[src/rtl/dsq_pkg.sv]
// Shared types and constants for the DMA receive segment queue.
// No dependencies; imported by dma_rx_segment_queue and its testbench.
package dsq_pkg;

    // Circular receive buffer size in bytes and descriptor ring depth
    localparam int BUFFER_BYTES = 1024;
    localparam int RING_DEPTH   = 8;

    localparam int START_W = $clog2(BUFFER_BYTES);      // byte index
    localparam int LEN_W   = $clog2(BUFFER_BYTES + 1);  // counts 0..BUFFER_BYTES
    localparam int PTR_W   = $clog2(RING_DEPTH);

    // Command codes
    localparam logic CMD_PUSH = 1'b0;
    localparam logic CMD_POP  = 1'b1;

    typedef struct packed {
        logic             command;
        logic [LEN_W-1:0] remain_count;
    } t_in;

    typedef struct packed {
        logic               accepted;
        logic [START_W-1:0] segment_start;
        logic [LEN_W-1:0]   segment_length;
        logic               queue_empty;
    } t_out;

endpackage

[src/rtl/dma_rx_segment_queue.sv]
// Top level of the DMA receive segment queue: descriptor ring and result register.
// Depends on dsq_pkg.

// Tracks new-data segments of a circular DMA receive buffer. A push transaction
// (command CMD_PUSH) carries the DMA remaining count; the block turns it into a
// used count and, if that differs from the last one, stores a descriptor for the
// bytes between the previous and the current used count (wrapping past the end
// of the buffer). A remaining count above the buffer size is clamped. When the
// ring is full the oldest descriptor is overwritten. A pop transaction
// (command CMD_POP) returns the oldest descriptor's start and length. Each
// transaction yields exactly one result, which also reports whether the ring is
// empty afterwards. Throughput is one transaction per cycle unless a held result is
// stalled; the result appears in the cycle after acceptance, from the single result
// register after the update logic. Input stall follows output stall only while a
// result is held. Reset touches only the flags, pointers and used count.
module dma_rx_segment_queue (
    input  logic          i_clk,
    input  logic          i_rst_n,
    input  logic          i_in_valid,
    output logic          o_in_stall,
    input  dsq_pkg::t_in  i_in_data,
    output logic          o_out_valid,
    input  logic          i_out_stall,
    output dsq_pkg::t_out o_out_data
);
    import dsq_pkg::*;

    localparam logic [LEN_W-1:0] BUF_LEN  = LEN_W'(BUFFER_BYTES);
    localparam logic [PTR_W-1:0] PTR_LAST = PTR_W'(RING_DEPTH - 1);

    function automatic logic [PTR_W-1:0] ptr_next(input logic [PTR_W-1:0] p);
        return (p == PTR_LAST) ? '0 : p + PTR_W'(1);
    endfunction

    // Descriptor storage; contents only read behind a set valid bit
    logic [START_W-1:0]  r_desc_start  [RING_DEPTH];
    logic [LEN_W-1:0]    r_desc_length [RING_DEPTH];
    logic [RING_DEPTH-1:0] r_valid, n_valid;
    logic [PTR_W-1:0]    r_rd_ptr, n_rd_ptr;
    logic [PTR_W-1:0]    r_wr_ptr, n_wr_ptr;
    logic [LEN_W-1:0]    r_prev_used, n_prev_used;

    // Result register
    logic r_out_valid;
    t_out r_out_data, n_out_data;

    logic               in_accept;
    logic               wr_en;
    logic [LEN_W-1:0]   remain_clamped;
    logic [LEN_W-1:0]   used;
    logic [LEN_W-1:0]   seg_len;
    logic [START_W-1:0] seg_start;

    // Result register drains or is taken this cycle -> room for a new transaction
    assign o_in_stall = r_out_valid && i_out_stall;
    assign in_accept  = i_in_valid && !o_in_stall;

    // Segment arithmetic for a push
    always_comb begin
        remain_clamped = (i_in_data.remain_count > BUF_LEN) ? BUF_LEN
                                                            : i_in_data.remain_count;
        used = BUF_LEN - remain_clamped;
        if (r_prev_used < used) begin
            seg_len = used - r_prev_used;
        end else begin
            // wrapped past the end of the buffer
            seg_len = (BUF_LEN - r_prev_used) + used;
        end
        // previous used count equal to the buffer size starts at index 0
        seg_start = (r_prev_used == BUF_LEN) ? '0 : r_prev_used[START_W-1:0];
    end

    always_comb begin
        n_valid     = r_valid;
        n_rd_ptr    = r_rd_ptr;
        n_wr_ptr    = r_wr_ptr;
        n_prev_used = r_prev_used;
        wr_en       = 1'b0;
        n_out_data  = '0;
        if (in_accept) begin
            case (i_in_data.command)
                CMD_PUSH: begin
                    if (used != r_prev_used) begin
                        wr_en = 1'b1;
                        // overwrite of the oldest entry when full
                        if (r_valid[r_wr_ptr]) begin
                            n_rd_ptr = ptr_next(r_rd_ptr);
                        end
                        n_valid[r_wr_ptr]   = 1'b1;
                        n_wr_ptr            = ptr_next(r_wr_ptr);
                        n_prev_used         = used;
                        n_out_data.accepted = 1'b1;
                    end
                end
                CMD_POP: begin
                    if (r_valid[r_rd_ptr]) begin
                        n_out_data.accepted       = 1'b1;
                        n_out_data.segment_start  = r_desc_start[r_rd_ptr];
                        n_out_data.segment_length = r_desc_length[r_rd_ptr];
                        n_valid[r_rd_ptr]         = 1'b0;
                        n_rd_ptr                  = ptr_next(r_rd_ptr);
                    end
                end
                default: begin
                end
            endcase
        end
        n_out_data.queue_empty = !n_valid[n_rd_ptr];
    end

    always_ff @(posedge i_clk) begin
        if (wr_en) begin
            r_desc_start[r_wr_ptr]  <= seg_start;
            r_desc_length[r_wr_ptr] <= seg_len;
        end
    end

    always_ff @(posedge i_clk) begin
        if (!i_rst_n) begin
            r_valid     <= '0;
            r_rd_ptr    <= '0;
            r_wr_ptr    <= '0;
            r_prev_used <= '0;
            r_out_valid <= 1'b0;
        end else begin
            r_valid     <= n_valid;
            r_rd_ptr    <= n_rd_ptr;
            r_wr_ptr    <= n_wr_ptr;
            r_prev_used <= n_prev_used;
            if (in_accept) begin
                r_out_valid <= 1'b1;
            end else if (!i_out_stall) begin
                r_out_valid <= 1'b0;
            end
        end
    end

    always_ff @(posedge i_clk) begin
        if (in_accept) begin
            r_out_data <= n_out_data;
        end
    end

    assign o_out_valid = r_out_valid;
    assign o_out_data  = r_out_data;

    // Full ring: pointers meet
    a_full_ptrs: assert property (@(posedge i_clk) disable iff (!i_rst_n)
        (&r_valid) |-> (r_rd_ptr == r_wr_ptr))
        else $error("full ring with read and write pointers apart");

    // Empty ring: pointers meet
    a_empty_ptrs: assert property (@(posedge i_clk) disable iff (!i_rst_n)
        (r_valid == '0) |-> (r_rd_ptr == r_wr_ptr))
        else $error("empty ring with read and write pointers apart");

    // Used count never exceeds the buffer size
    a_prev_range: assert property (@(posedge i_clk) disable iff (!i_rst_n)
        r_prev_used <= BUF_LEN)
        else $error("previous used count out of range");

    // Every accepted transaction produces a result next cycle
    a_result: assert property (@(posedge i_clk) disable iff (!i_rst_n)
        in_accept |=> r_out_valid)
        else $error("accepted transaction without result");

    // A nonzero segment length only comes with the accepted flag
    a_pop_len: assert property (@(posedge i_clk) disable iff (!i_rst_n)
        (r_out_valid && (r_out_data.segment_length != '0)) |-> r_out_data.accepted)
        else $error("segment returned without accepted flag");

endmodule

[config.mk]
export PLATFORM = sky130hd
export DESIGN_NAME = dma_rx_segment_queue
export DESIGN_NICKNAME = d
export VERILOG_FILES = /design/src/rtl/dsq_pkg.sv /design/src/rtl/dma_rx_segment_queue.sv
export SDC_FILE = /design/constraint.sdc
export NUM_CORES = 1
export LEC_CHECK = 0
export CAP_MARGIN = 20
export CORE_UTILIZATION = 39
export DETAILED_ROUTE_END_ITERATION = 16
export DONT_BUFFER_PORTS = 1
export PLACE_DENSITY_LB_ADDON = 0.1
export SLEW_MARGIN = 20
export SYNTH_ARGS = -nofsm -noshare
export SYNTH_HDL_FRONTEND = slang
export SYNTH_SLANG_ARGS = --single-unit
[constraint.sdc]
create_clock -name i_clk -period 8.5 [get_ports i_clk]
set_input_delay 0.425 -clock i_clk [delete_from_list [all_inputs] [get_ports i_clk]]
set_output_delay 0.425 -clock i_clk [all_outputs]
set_load 0.05 [all_outputs]
==> results of run 1 <==
[critical path: cells and delay by family]
kind	cells	cell delay, ns
AO/OA/AOI/OAI	3	0.83
adder cells (fa/ha/maj)	1	0.49
multiplexers	3	1.20
AND/OR/NAND/NOR	7	2.16
[state kept, by name (all words and copies together) (netlist names)]
name	count
r_valid	8
r_wr_ptr	3
r_rd_ptr	3
o_out_data	23
r_desc_length	88
o_out_valid	1
r_prev_used	11
r_desc_start	80
[per-stage QoR]
step           hold slack (ns)  cell area [µm²]
3_3_place_gp             0.489            10200
2_1_floorplan            0.455             9820
6_report                0.0494            10900
4_1_cts                 0.0283            10900
3_5_place_dp             0.498            10200
5_1_grt                 0.0318            10900
[cell type report]
class                           count  area share [%]
Inverter                           35            1.20
Clock inverter                     11           0.481
Sequential cell                   217            57.4
Tap cell                          324            3.71
Antenna cell                        1          0.0229
Clock buffer                       29            5.87
Multi-Input combinational cell    427            30.2
Timing Repair Buffer               14            1.15
[worst paths after layout]
check	cells after the start	startpoint	slack [ns]	endpoint
max	14	i_in_data[4]	3.64	o_out_data[0]
min	1	i_rst_n	0.05	o_out_valid
max reg2reg	9	r_prev_used[2]	4.25	o_out_data[0]
min reg2reg	2	r_prev_used[10]	0.51	r_prev_used[10]
[power groups by stage]
stage	logic, mW	clock network [mW]	registers (mW)
after global placement	0.262	0	1.30
after CTS	0.269	0.939	1.27
after global routing	0.296	0.978	1.28
final	0.268	0.916	1.27
after floorplan	0.197	0	1.28
after detailed placement	0.267	0	1.30
[metal layers]
| metal | global-route usage [%] | vias up |
|---|---|---|
| met5 | 0 | - |
| met2 | 30.5 | 104 |
| li1 | - | 2661 |
| met3 | 2.12 | 28 |
| met1 | 24.2 | 2842 |
| met4 | 4.63 | 0 |
[cell families after synthesis]
| family | synth area share [%] |
|---|---|
| XOR/XNOR | 1.87 |
| flip-flops | 63.7 |
| AND/OR/NAND/NOR | 7.99 |
| AO/OA/AOI/OAI | 8.53 |
| multiplexers | 9.42 |
| adder cells (fa/ha/maj) | 5.43 |
| buffers and inverters | 3.05 |
[cells in the final DEF (no fill, tap or decap), drive strengths merged, types with 5 or more instances in the layout]
cell type,n
edfxtp,191
nand2,58
nor2,54
mux2i,41
inv,34
clkbuf,29
mux2,27
dfxtp,26
a21oi,25
ha,25
o21ai,22
a22oi,17
nor2b,14
xnor2,14
buf,14
nor3,12
fa,11
clkinv,11
o22ai,10
a21boi,10
mux4,9
a221oi,9
xor2,7
a31oi,6
nand3,5
o211ai,5
==> results by group, run 1 <==
Drt
  • Router iterations before antenna repair: 4
  • Routed length per placed instance: between 20 and 25 µm
  • Violation count after the first detailed-route iteration: between 300 and 400
  • M1 WL: 10500 µm
  • DR vias/cell: 5.33
  • Post-Route WL: approximately 23000 µm
  • Uppermost metal layer occupied by signal nets: met4
  • Remaining number of nets flagged by the antenna check after routing: 0
  • Metal2 WL: 11100 µm
  • DRC errors left: 0
  • Met3 Wirelength: about 710 µm
  • Vias: 5635

Clocking
  • Number of instances resized during post-cts repair: 0
  • CTS tree: yes
  • H-tree levels: 1
  • Post-CTS repair timing setup buffer count: 0
  • Clock latency reported for the late side of the worst-skew pair: 0.50 ns
  • Clk sinks: 217
  • Total of hold buffers inserted after clock tree synthesis: 0
  • TritonCTS buffer count: 24
  • Buffer levels on the longest clock path: 3
  • Clock transition at the registers of the reported paths: roughly 0.050 ns
  • Clk root buf: sky130_fd_sc_hd__clkbuf_16

Timing
  • Achievable frequency: 206 MHz
  • Actual transition at the worst max-transition pin: 0.989 ns
  • Total Neg Setup Slack: 0 ns
  • Post-route clock period utilization: 57.1%
  • Min setup slack post-route: approximately 3.6 ns
  • Unrepaired setup endpoints after global routing: no
  • Hold Vio Cnt, Final: 0
  • Max-Slew Margin vs Limit: between 30% and 40%
  • Final number of setup-violating endpoints: 0
  • Max Clock Skew: about 0.0091 ns
  • Shortest period the worst path allows: 4.86 ns
  • Total count of max-transition violations in the final report: 0

Placed design
  • HPWL after detailed placement: approximately 14000 µm
  • Inst Count DP: 1016
  • Last weighted congestion value of the routability-driven placer: 0.806
  • PortBufs: 0
  • Post-Place Worst Slack: 3.18 ns

Floorplanning
  • Placement row count: 57
  • Core Box Area: 24500 µm²
  • Effective utilization at floorplan: 40.0%
  • Vertical extent of the die: 161 µm
  • Die Width: ~160 µm
  • Die footprint: between 20000 and 30000 µm²
  • I/O pins: 41

Synth
  • Total number of yosys warnings: 0
  • Post-synthesis instance area: 9820 µm²
  • Leading post-synthesis cells by instance count: 191 x sky130_fd_sc_hd__edfxtp_1, 58 x sky130_fd_sc_hd__nand2_1, 53 x sky130_fd_sc_hd__nor2_1
  • Post-synthesis area per instance: 13.6 µm²
  • Post-synthesis register bit count: 217
  • Synth top area cells: sky130_fd_sc_hd__edfxtp_1 58%, sky130_fd_sc_hd__dfxtp_1 5.3%, sky130_fd_sc_hd__mux2i_1 4.1%, sky130_fd_sc_hd__ha_1 3.2%, sky130_fd_sc_hd__mux2_2 3.0%
  • Net count after synthesis: 773
  • EDFF count, synth: around 190
  • Most instantiated library cell after synthesis: sky130_fd_sc_hd__edfxtp_1
  • Distinct cell type count after synthesis: 56
  • Cell type with the largest total area after synthesis: sky130_fd_sc_hd__edfxtp_1
  • Fraction of the yosys area taken by sequential cells: 63.7%
  • Count of mapped cells out of synthesis: about 700
  • Post-synthesis async set-or-reset flop share: 0%
  • Top_reg_cell synth: sky130_fd_sc_hd__edfxtp_1
  • Fraction of post-synthesis cell area in the top cell type by area: 58.4%

Pwr
  • Static Leak: 3.63 nW
  • Internal power summed over all cells: 1.86 mW
  • Tot Pwr: 2.46 mW
  • Net switching fraction of the power: 24.5%
  • Power density normalized to cell area: 225 nW/µm²
  • Peak VDD IR: 0.128 mV
  • Net load switching power: roughly 0.6 mW
  • Part of the power in the clock network: 37.3%
  • Sequential share of power: just over 50%
  • Logic gate share of total power: 10.9%

Cells and area
  • Flip-flop and latch area: 6260 µm²
  • Fraction of layout instances using a drive strength above 1: 13.4%
  • Area added between synthesis and finish: 11.2%
  • Final core utilization: 44.5%
  • Layout filler cell count: 2240
  • Layout Nets: 771
  • Area of the multi-input gates: approximately 3300 µm²
  • Final standard cell count with taps included and fillers excluded: between 1000 and 1500

Global routing
  • Pin count of the biggest net entering global routing: 64
  • Vias in the first global route: 5914
  • Gr ovfl total: 0
  • GRT Overall Usage: 17.9%
  • First-pass GRT wire length: around 35000 µm
  • Antenna violations before repair: 1

Job
  • Maxcap violations: 0

Setup path
  • Arrival time at the worst endpoint: 5.10 ns
  • CP Capture Type: flip-flop
  • Critical path fanouts, max: 19
  • Delay of the slowest cell on the worst path: 0.67 ns
  • Crit path required time: 8.75 ns
  • Critical-path cell with the highest stage delay: sky130_fd_sc_hd__or3_1
  • Critical setup path kind: in -> reg
  • Category of the worst setup path launch point: primary input
  • List of cells traversed by the critical path: nor3_1 > nor3b_1 > nand3_1 > o21ai_0 > or2_2 > o311ai_0 > ha_1 > nand4_1 > nor4_4 > or3_1 > o22a_4 > mux2i_2 > mux4_2 > mux2_2

Hold path
  • Type of the worst min-delay path: in -> reg

Outcome
  • Result of the run: complete, no violations
No activity file was read; power rests on OpenSTA's default activity.
==> inputs of run 2 (changes only) <==
Settings changed: ABC_AREA from default to 1.
Clock period 8.5 ns to 4.3 ns, I/O delays scaled along.
==> run 2 against run 1 <==
  * Final cell count is 17% higher
  * Core utilization is 0.92 points higher
  * Global-route usage is 1.7 points higher
  * Die area hardly changed
  * Clock-buffer cell count is 2 higher
  * Critical endpoint is now r_desc_length[1][9]
==> results by group, run 2 <==
Outcome
  • Result of the run: complete, no violations

Clocking
  • CTS tree: yes
  • Clock latency reported for the late side of the worst-skew pair: 0.51 ns (about the same)
  • Buffer levels on the longest clock path: 3 (unchanged)
  • Clock transition at the registers of the reported paths: 0.06 ns (about the same)
  • Number of instances resized during post-cts repair: 0 (unchanged)
  • TritonCTS buffer count: 24 (unchanged)
  • Total of hold buffers inserted after clock tree synthesis: 6 (+6)
  • H-tree levels: 1 (unchanged)
  • Post-CTS repair timing setup buffer count: 0 (unchanged)
  • Clk sinks: 217 (unchanged)
  • Clk root buf: sky130_fd_sc_hd__clkbuf_16

Synth
  • Post-synthesis instance area: 9820 µm² (about the same)
  • Top_reg_cell synth: sky130_fd_sc_hd__edfxtp_1
  • Post-synthesis register bit count: 217 (unchanged)
  • Cell type with the largest total area after synthesis: sky130_fd_sc_hd__edfxtp_1
  • Synth Area in Simple Gates: 13.0% (+5.0 points)
  • EDFF count, synth: 191 (unchanged)
  • Synth top area cells: sky130_fd_sc_hd__edfxtp_1 58%, sky130_fd_sc_hd__nand2_1 5.8%, sky130_fd_sc_hd__dfxtp_1 5.3%, sky130_fd_sc_hd__inv_1 3.7%, sky130_fd_sc_hd__ha_1 3.2%
  • Share of synthesized area spent on multiplexers: 0% (-9.4 points)
  • Post-synthesis share of cell area spent on xor and xnor gates: 1.87% (about the same)
  • Total number of yosys warnings: 0 (unchanged)
  • Area fraction in compound gates after synthesis: 10.2% (+1.7 points)
  • Arithmetic-cell share of the synthesized area counting full adders, half adders and majority gates: 5.43% (about the same)
  • Net count after synthesis: 925 (+20%)
  • Largest family of logic cells by synthesized area: simple AND/OR/NAND/NOR gates
  • Distinct cell type count after synthesis: 41 (-27%)
  • Leading post-synthesis cells by instance count: 191 x sky130_fd_sc_hd__edfxtp_1, 153 x sky130_fd_sc_hd__nand2_1, 98 x sky130_fd_sc_hd__inv_1
  • Most instantiated library cell after synthesis: sky130_fd_sc_hd__edfxtp_1
  • Fraction of post-synthesis cell area in the top cell type by area: 58.4% (about the same)
  • Post-synthesis area per instance: 11.2 µm² (-17%)
  • Fraction of the yosys area taken by sequential cells: 63.7% (about the same)
  • Count of mapped cells out of synthesis: 873 (+21%)
  • Post-synthesis async set-or-reset flop share: 0% (unchanged)

Setup path
  • Critical-path cell with the highest stage delay: sky130_fd_sc_hd__o21ai_0
  • Critical path fanouts, max: 8 (-11)
  • Crit path required time: 4.49 ns (-4.26 ns)
  • Arrival time at the worst endpoint: 3.84 ns (-1.26 ns)
  • List of cells traversed by the critical path: dlygate4sd3_1 > nand2_1 > ha_1 > xor2_1 > ha_1 > inv_1 > fa_1 > o31ai_1 > buf_4 > nand4_1 > o311ai_0 > xor2_1 > o21ai_0
  • CP Capture Type: flip-flop
  • Delay of the slowest cell on the worst path: 0.66 ns (about the same)
  • Category of the worst setup path launch point: primary input
  • Critical setup path kind: in -> reg

Floorplanning
  • Core Box Area: 24500 µm² (unchanged)
  • I/O pins: 41 (unchanged)
  • Die Width: 161 µm (about the same)
  • Effective utilization at floorplan: 40.0% (about the same)
  • Vertical extent of the die: 161 µm (about the same)
  • Die footprint: 25800 µm² (about the same)
  • Placement row count: 57 (unchanged)

Placed design
  • Last weighted congestion value of the routability-driven placer: 0.860 (+6.7%)
  • Post-Place Worst Slack: 0.169 ns (-3.01 ns)
  • HPWL after detailed placement: 15800 µm (+12%)
  • Placed standard-cell area: 10300 µm² (+1.3%)
  • Inst Count DP: 1186 (+17%)
  • PortBufs: 0 (unchanged)

Timing
  • Max Clock Skew: 0.0164 ns (+0.00723 ns)
  • Achievable frequency: roughly 270 MHz
  • Unrepaired setup endpoints after global routing: no
  • Max-Slew Margin vs Limit: 37.1% (+3.4 points)
  • Total Neg Setup Slack: 0 ns (unchanged)
  • Hold Vio Cnt, Final: 0 (unchanged)
  • Shortest period the worst path allows: 3.65 ns
  • Final number of setup-violating endpoints: 0 (unchanged)
  • Actual transition at the worst max-transition pin: 0.942 ns (-0.0470 ns)
  • Post-route clock period utilization: 85.0%
  • Min setup slack post-route: 0.647 ns (-3.00 ns)
  • Total count of max-transition violations in the final report: 0 (unchanged)

Drt
  • DR vias/cell: 5.29 (-0.74%)
  • Remaining number of nets flagged by the antenna check after routing: 0 (unchanged)
  • DRC errors left: 0 (unchanged)
  • Routed length per placed instance: 20.1 µm (-6.0%)
  • Post-Route WL: 24900 µm (+9.9%)
  • Vias: 6534 (+16%)
  • Router iterations before antenna repair: 5 (+1)
  • Violation count after the first detailed-route iteration: 484 (+32%)

Pwr
  • Static Leak: 4.22 nW (+16%)
  • Power density normalized to cell area: 481 nW/µm² (+110%)
  • Peak VDD IR: 0.269 mV (+110%)
  • Tot Pwr: 5.35 mW (+120%)

Cells and area
  • Flip-flop and latch area: 6260 µm² (about the same)
  • Cell area after layout: 11100 µm² (+2.1%)
  • Layout Nets: 946 (+23%)
  • Largest register FFs: 88 (unchanged)
  • Layout filler cell count: 2280 (+1.8%)
  • Commonest cells after routing, fill and taps aside: 191 x sky130_fd_sc_hd__edfxtp_1, 153 x sky130_fd_sc_hd__nand2_1, 98 x sky130_fd_sc_hd__inv_1
  • Area added between synthesis and finish: 13.5%
  • Commonest non-fill, non-tap cell in the layout: sky130_fd_sc_hd__edfxtp_1
  • Antenna diode instance count: 0 (-1)
  • Fraction of layout instances using a drive strength above 1: 10.1% (-3.3 points)
  • Area of the multi-input gates: 3010 µm² (-8.6%)
  • Final standard cell count with taps included and fillers excluded: 1236 (+17%)
  • Register name with the most flops: r_desc_length

Hold path
  • Type of the worst min-delay path: in -> reg

Global routing
  • Gr ovfl total: 0 (unchanged)
  • Pin count of the biggest net entering global routing: 34 (-47%)
  • Antenna violations before repair: 0 (-1)
  • First-pass GRT wire length: 38300 µm (+9.9%)
  • Vias in the first global route: 6490 (+9.7%)
  • GRT Overall Usage: 19.6% (+1.7 points)

Job
  • Maxcap violations: 0 (unchanged)
==> run 2: cell type report <==
type	count	share of cell area, %
repair buffers	34	2.83
clock buffers	31	5.82
multi-input cells	513	27.1
well taps	324	3.64
inverters	104	3.50
clock inverters	13	1.01
flip-flops and latches	217	56.1
==> run 2: metrics by stage <==
step	utilization (%)	hold WS, ns
2_1_floorplan	-	0.353
3_3_place_gp	42.0	0.359
3_5_place_dp	42.1	0.365
4_1_cts	45.4	0.0111
5_1_grt	45.4	0.0184
6_report	45.4	0.0309
==> run 2: worst paths after layout <==
kind	from	end	slack [ns]	depth (start not counted)
hold reg to reg	r_valid[0]	r_valid[0]	0.49	2
setup / recovery	i_in_data[0]	r_desc_length[1][9]	0.65	13
setup reg to reg	r_prev_used[2]	r_desc_length[1][9]	0.72	10
hold / removal	i_in_data[11]	r_valid[0]	0.03	3
==> run 2: per-layer routing <==
metal / routed length, µm / track usage, % / vias to the layer above
met5: 0 / 0 / -
met4: 424 / 5.15 / 0
met3: 1140 / 2.40 / 28
met2: 11800 / 32.6 / 178
met1: 11500 / 27.0 / 3243
li1: - / - / 3085
==> run 2: power breakdown <==
group	internal, mW	switching [mW]
Combinational	0.261	0.538
Clock	1.18	0.808
Sequential	2.46	0.103
==> run 2: critical path: cells and delay by family <==
family | cells | cell delay (ns)
buf+inv | 3 | 0.81
xor+xnor | 2 | 0.48
compound gates | 3 | 1.13
fa+ha+maj | 3 | 1.01
simple gates | 2 | 0.21
==> run 2: kinds of logic after synthesis <==
logic type	Yosys count
simple gates	305
compound gates	151
flops	217
xor+xnor	21
fa+ha+maj	36
buf+inv	143
==> inputs of run 3 (changes only) <==
Clock period 4.3 ns to 3 ns, I/O delays scaled along.
==> run 3 against run 2 <==
  * Cell area is 9.4% higher
  * Total power is 54% higher
  * Wire length is 3.9% higher
  * Sequential power is 42% higher
  * Setup slack worse by 0.48 ns
  * Core utilization is 4.3 points higher
  * Largest power group unchanged
  * Highest routed layer unchanged
==> results by group, run 3 (synthesized netlist as in run 2, its figures left out) <==
Cells and area
  • Layout filler cell count: 2212 (-3.0%)
  • Commonest non-fill, non-tap cell in the layout: sky130_fd_sc_hd__edfxtp_1
  • Cell area after layout: 12200 µm² (+9.4%)
  • Fraction of layout instances using a drive strength above 1: 21.7% (+12 points)
  • Antenna diode instance count: 0 (unchanged)
  • Area of the multi-input gates: 3150 µm² (+4.5%)
  • Commonest cells after routing, fill and taps aside: 191 x sky130_fd_sc_hd__edfxtp_1, 149 x sky130_fd_sc_hd__nand2_1, 107 x sky130_fd_sc_hd__buf_4
  • Final standard cell count with taps included and fillers excluded: 1329 (+7.5%)
  • Layout Nets: 1039 (+9.8%)
  • Flip-flop and latch area: 6260 µm² (unchanged)
  • Register name with the most flops: r_desc_length
  • Area added between synthesis and finish: 24.2%
  • Final core utilization: 49.7% (+4.3 points)
  • Largest register FFs: 88 (unchanged)

Setup path
  • List of cells traversed by the critical path: dlygate4sd3_1 > nand2_4 > ha_4 > nand2_1 > nor2_1 > or2_0 > nand2_1 > inv_1 > ha_4 > inv_1 > fa_2 > inv_1 > a221oi_2 > nand4_1 > nand3_1 > nand2_2
  • Top cell by count, worst path: sky130_fd_sc_hd__inv_1
  • Critical setup path kind: in -> reg
  • Delay of the slowest cell on the worst path: 0.59 ns (-0.07 ns)
  • Largest delay share family, worst path: simple AND/OR/NAND/NOR gates
  • Category of the worst setup path launch point: primary input
  • Worst path bufs/invs: 4 (+1)
  • Arrival time at the worst endpoint: 3.06 ns (-0.78 ns)
  • Critical-path cell with the highest stage delay: sky130_fd_sc_hd__fa_2
  • Critical path fanouts, max: 8 (unchanged)
  • CP Capture Type: flip-flop
  • Crit path required time: 3.22 ns (-1.27 ns)

Timing
  • Max-Slew Margin vs Limit: 31.9% (-5.3 points)
  • Hold Slack: 0.0151 ns (-0.0157 ns)
  • Hold Vio Cnt, Final: 0 (unchanged)
  • Actual transition at the worst max-transition pin: 1.02 ns (+0.0788 ns)
  • Achievable frequency: between 300 and 400 MHz
  • Total count of max-transition violations in the final report: 0 (unchanged)
  • Min setup slack post-route: 0.163 ns (-0.484 ns)
  • Total Neg Setup Slack: 0 ns (unchanged)
  • Post-route clock period utilization: between 90% and 100%
  • Max Clock Skew: 0.0207 ns (+0.00438 ns)
  • Final number of setup-violating endpoints: 0 (unchanged)
  • Shortest period the worst path allows: 2.84 ns

Clocking
  • CTS tree: yes
  • Clk sinks: 217 (unchanged)
  • Clock transition at the registers of the reported paths: 0.06 ns (about the same)
  • Clk root buf: sky130_fd_sc_hd__clkbuf_16
  • Clock latency reported for the late side of the worst-skew pair: 0.52 ns (about the same)
  • H-tree levels: 1 (unchanged)
  • TritonCTS buffer count: 24 (unchanged)
  • Buffer levels on the longest clock path: 3 (unchanged)

Pwr
  • Peak VDD IR: 0.430 mV (+60%)
  • Logic gate share of total power: 18.1% (+3.2 points)
  • Sequential share of power: 44.2% (-3.7 points)
  • Power density normalized to cell area: 678 nW/µm² (+41%)
  • Part of the power in the clock network: 37.7% (+0.5 points)
  • Static Leak: 4.68 nW (+11%)
  • Net switching fraction of the power: 26.5% (-0.58 points)
  • Net load switching power: 2.19 mW (+51%)
  • Internal power summed over all cells: 6.08 mW (+56%)
  • Tot Pwr: 8.27 mW (+54%)

Floorplanning
  • Vertical extent of the die: 161 µm (unchanged)
  • Die footprint: 25800 µm² (unchanged)
  • Die Width: 161 µm (unchanged)
  • I/O pins: 41 (unchanged)
  • Placement row count: 57 (unchanged)
  • Core Box Area: 24500 µm² (unchanged)
  • Effective utilization at floorplan: 40.0% (unchanged)

Drt
  • Routed length per placed instance: 19.4 µm (-3.4%)
  • Violation count after the first detailed-route iteration: 479 (-1.0%)
  • DR vias/cell: 5.06 (-4.3%)
  • Vias: 6726 (+2.9%)
  • Router iterations before antenna repair: 5 (unchanged)
  • Remaining number of nets flagged by the antenna check after routing: 0 (unchanged)
  • Post-Route WL: 25800 µm (+3.9%)
  • DRC errors left: 0 (unchanged)

Global routing
  • Antenna violations before repair: 0 (unchanged)
  • GRT Overall Usage: 20.7% (+1.1 points)
  • Gr ovfl total: 0 (unchanged)
  • First-pass GRT wire length: 40400 µm (+5.6%)
  • Vias in the first global route: 6937 (+6.9%)
  • Pin count of the biggest net entering global routing: 33 (-2.9%)

Placed design
  • HPWL after detailed placement: 17100 µm (+7.8%)
  • Last weighted congestion value of the routability-driven placer: 0.838 (-2.6%)
  • Post-Place Worst Slack: -0.431 ns (-0.600 ns)
  • PortBufs: 0 (unchanged)
  • Placed standard-cell area: 11300 µm² (+9.0%)
  • Inst Count DP: 1277 (+7.7%)

Job
  • Maxcap violations: 0 (unchanged)

Hold path
  • Type of the worst min-delay path: in -> reg

Outcome
  • Result of the run: complete, no violations
-- run 3: path summary, 6_finish.rpt --
path                                to  cells after the start  slack, ns           start
hold reg to reg             r_valid[5]                      2       0.49      r_valid[5]
setup / recovery  r_desc_length[4][10]                     16       0.16    i_in_data[0]
setup reg to reg   r_desc_length[5][9]                     11       0.32  r_prev_used[3]
hold / removal         r_prev_used[10]                      4       0.02   i_in_data[10]
-- run 3: area by class of cell --
class / count / area share [%]
Clock buffer: 29 / 5.25
Timing Repair Buffer: 127 / 9.23
Multi-Input combinational cell: 513 / 25.8
Inverter: 104 / 3.42
Tap cell: 324 / 3.32
Sequential cell: 217 / 51.3
Clock inverter: 15 / 1.64
-- run 3: repair_timing --
item,4_1_cts,5_1_grt
setup endpoints to repair,0,46
resized for setup,0,8
hold buffers,6,0
buffers inserted,0,2
endpoints found under the hold margin,11,0
-- run 3: per-layer routing --
layer	track usage [%]	up-vias	wire length (µm)	part of all wire, %
li1	-	3277	-	-
met1	28.2	3244	11600	45
met2	35.5	176	12500	48
met3	2.63	29	1270	4.9
met4	3.98	0	410	1.6
met5	0	-	0	0
-- run 3: power by group through the flow --
stage | Clock [mW] | Combinational, mW | Sequential (mW)
2_1_floorplan | 0 | 0.856 | 3.70
3_3_place_gp | 0 | 1.46 | 3.71
3_5_place_dp | 0 | 1.49 | 3.72
4_1_cts | 3.17 | 1.50 | 3.65
5_1_grt | 3.30 | 1.65 | 3.66
6_report | 3.12 | 1.50 | 3.65
-- run 3: tightest hold or removal path, stage by stage --
cell and delay [ns]:
sky130_fd_sc_hd__nand4_1 0.08, sky130_fd_sc_hd__nand2_1 0.09, sky130_fd_sc_hd__buf_4 0.10, sky130_fd_sc_hd__a21oi_1 0.04
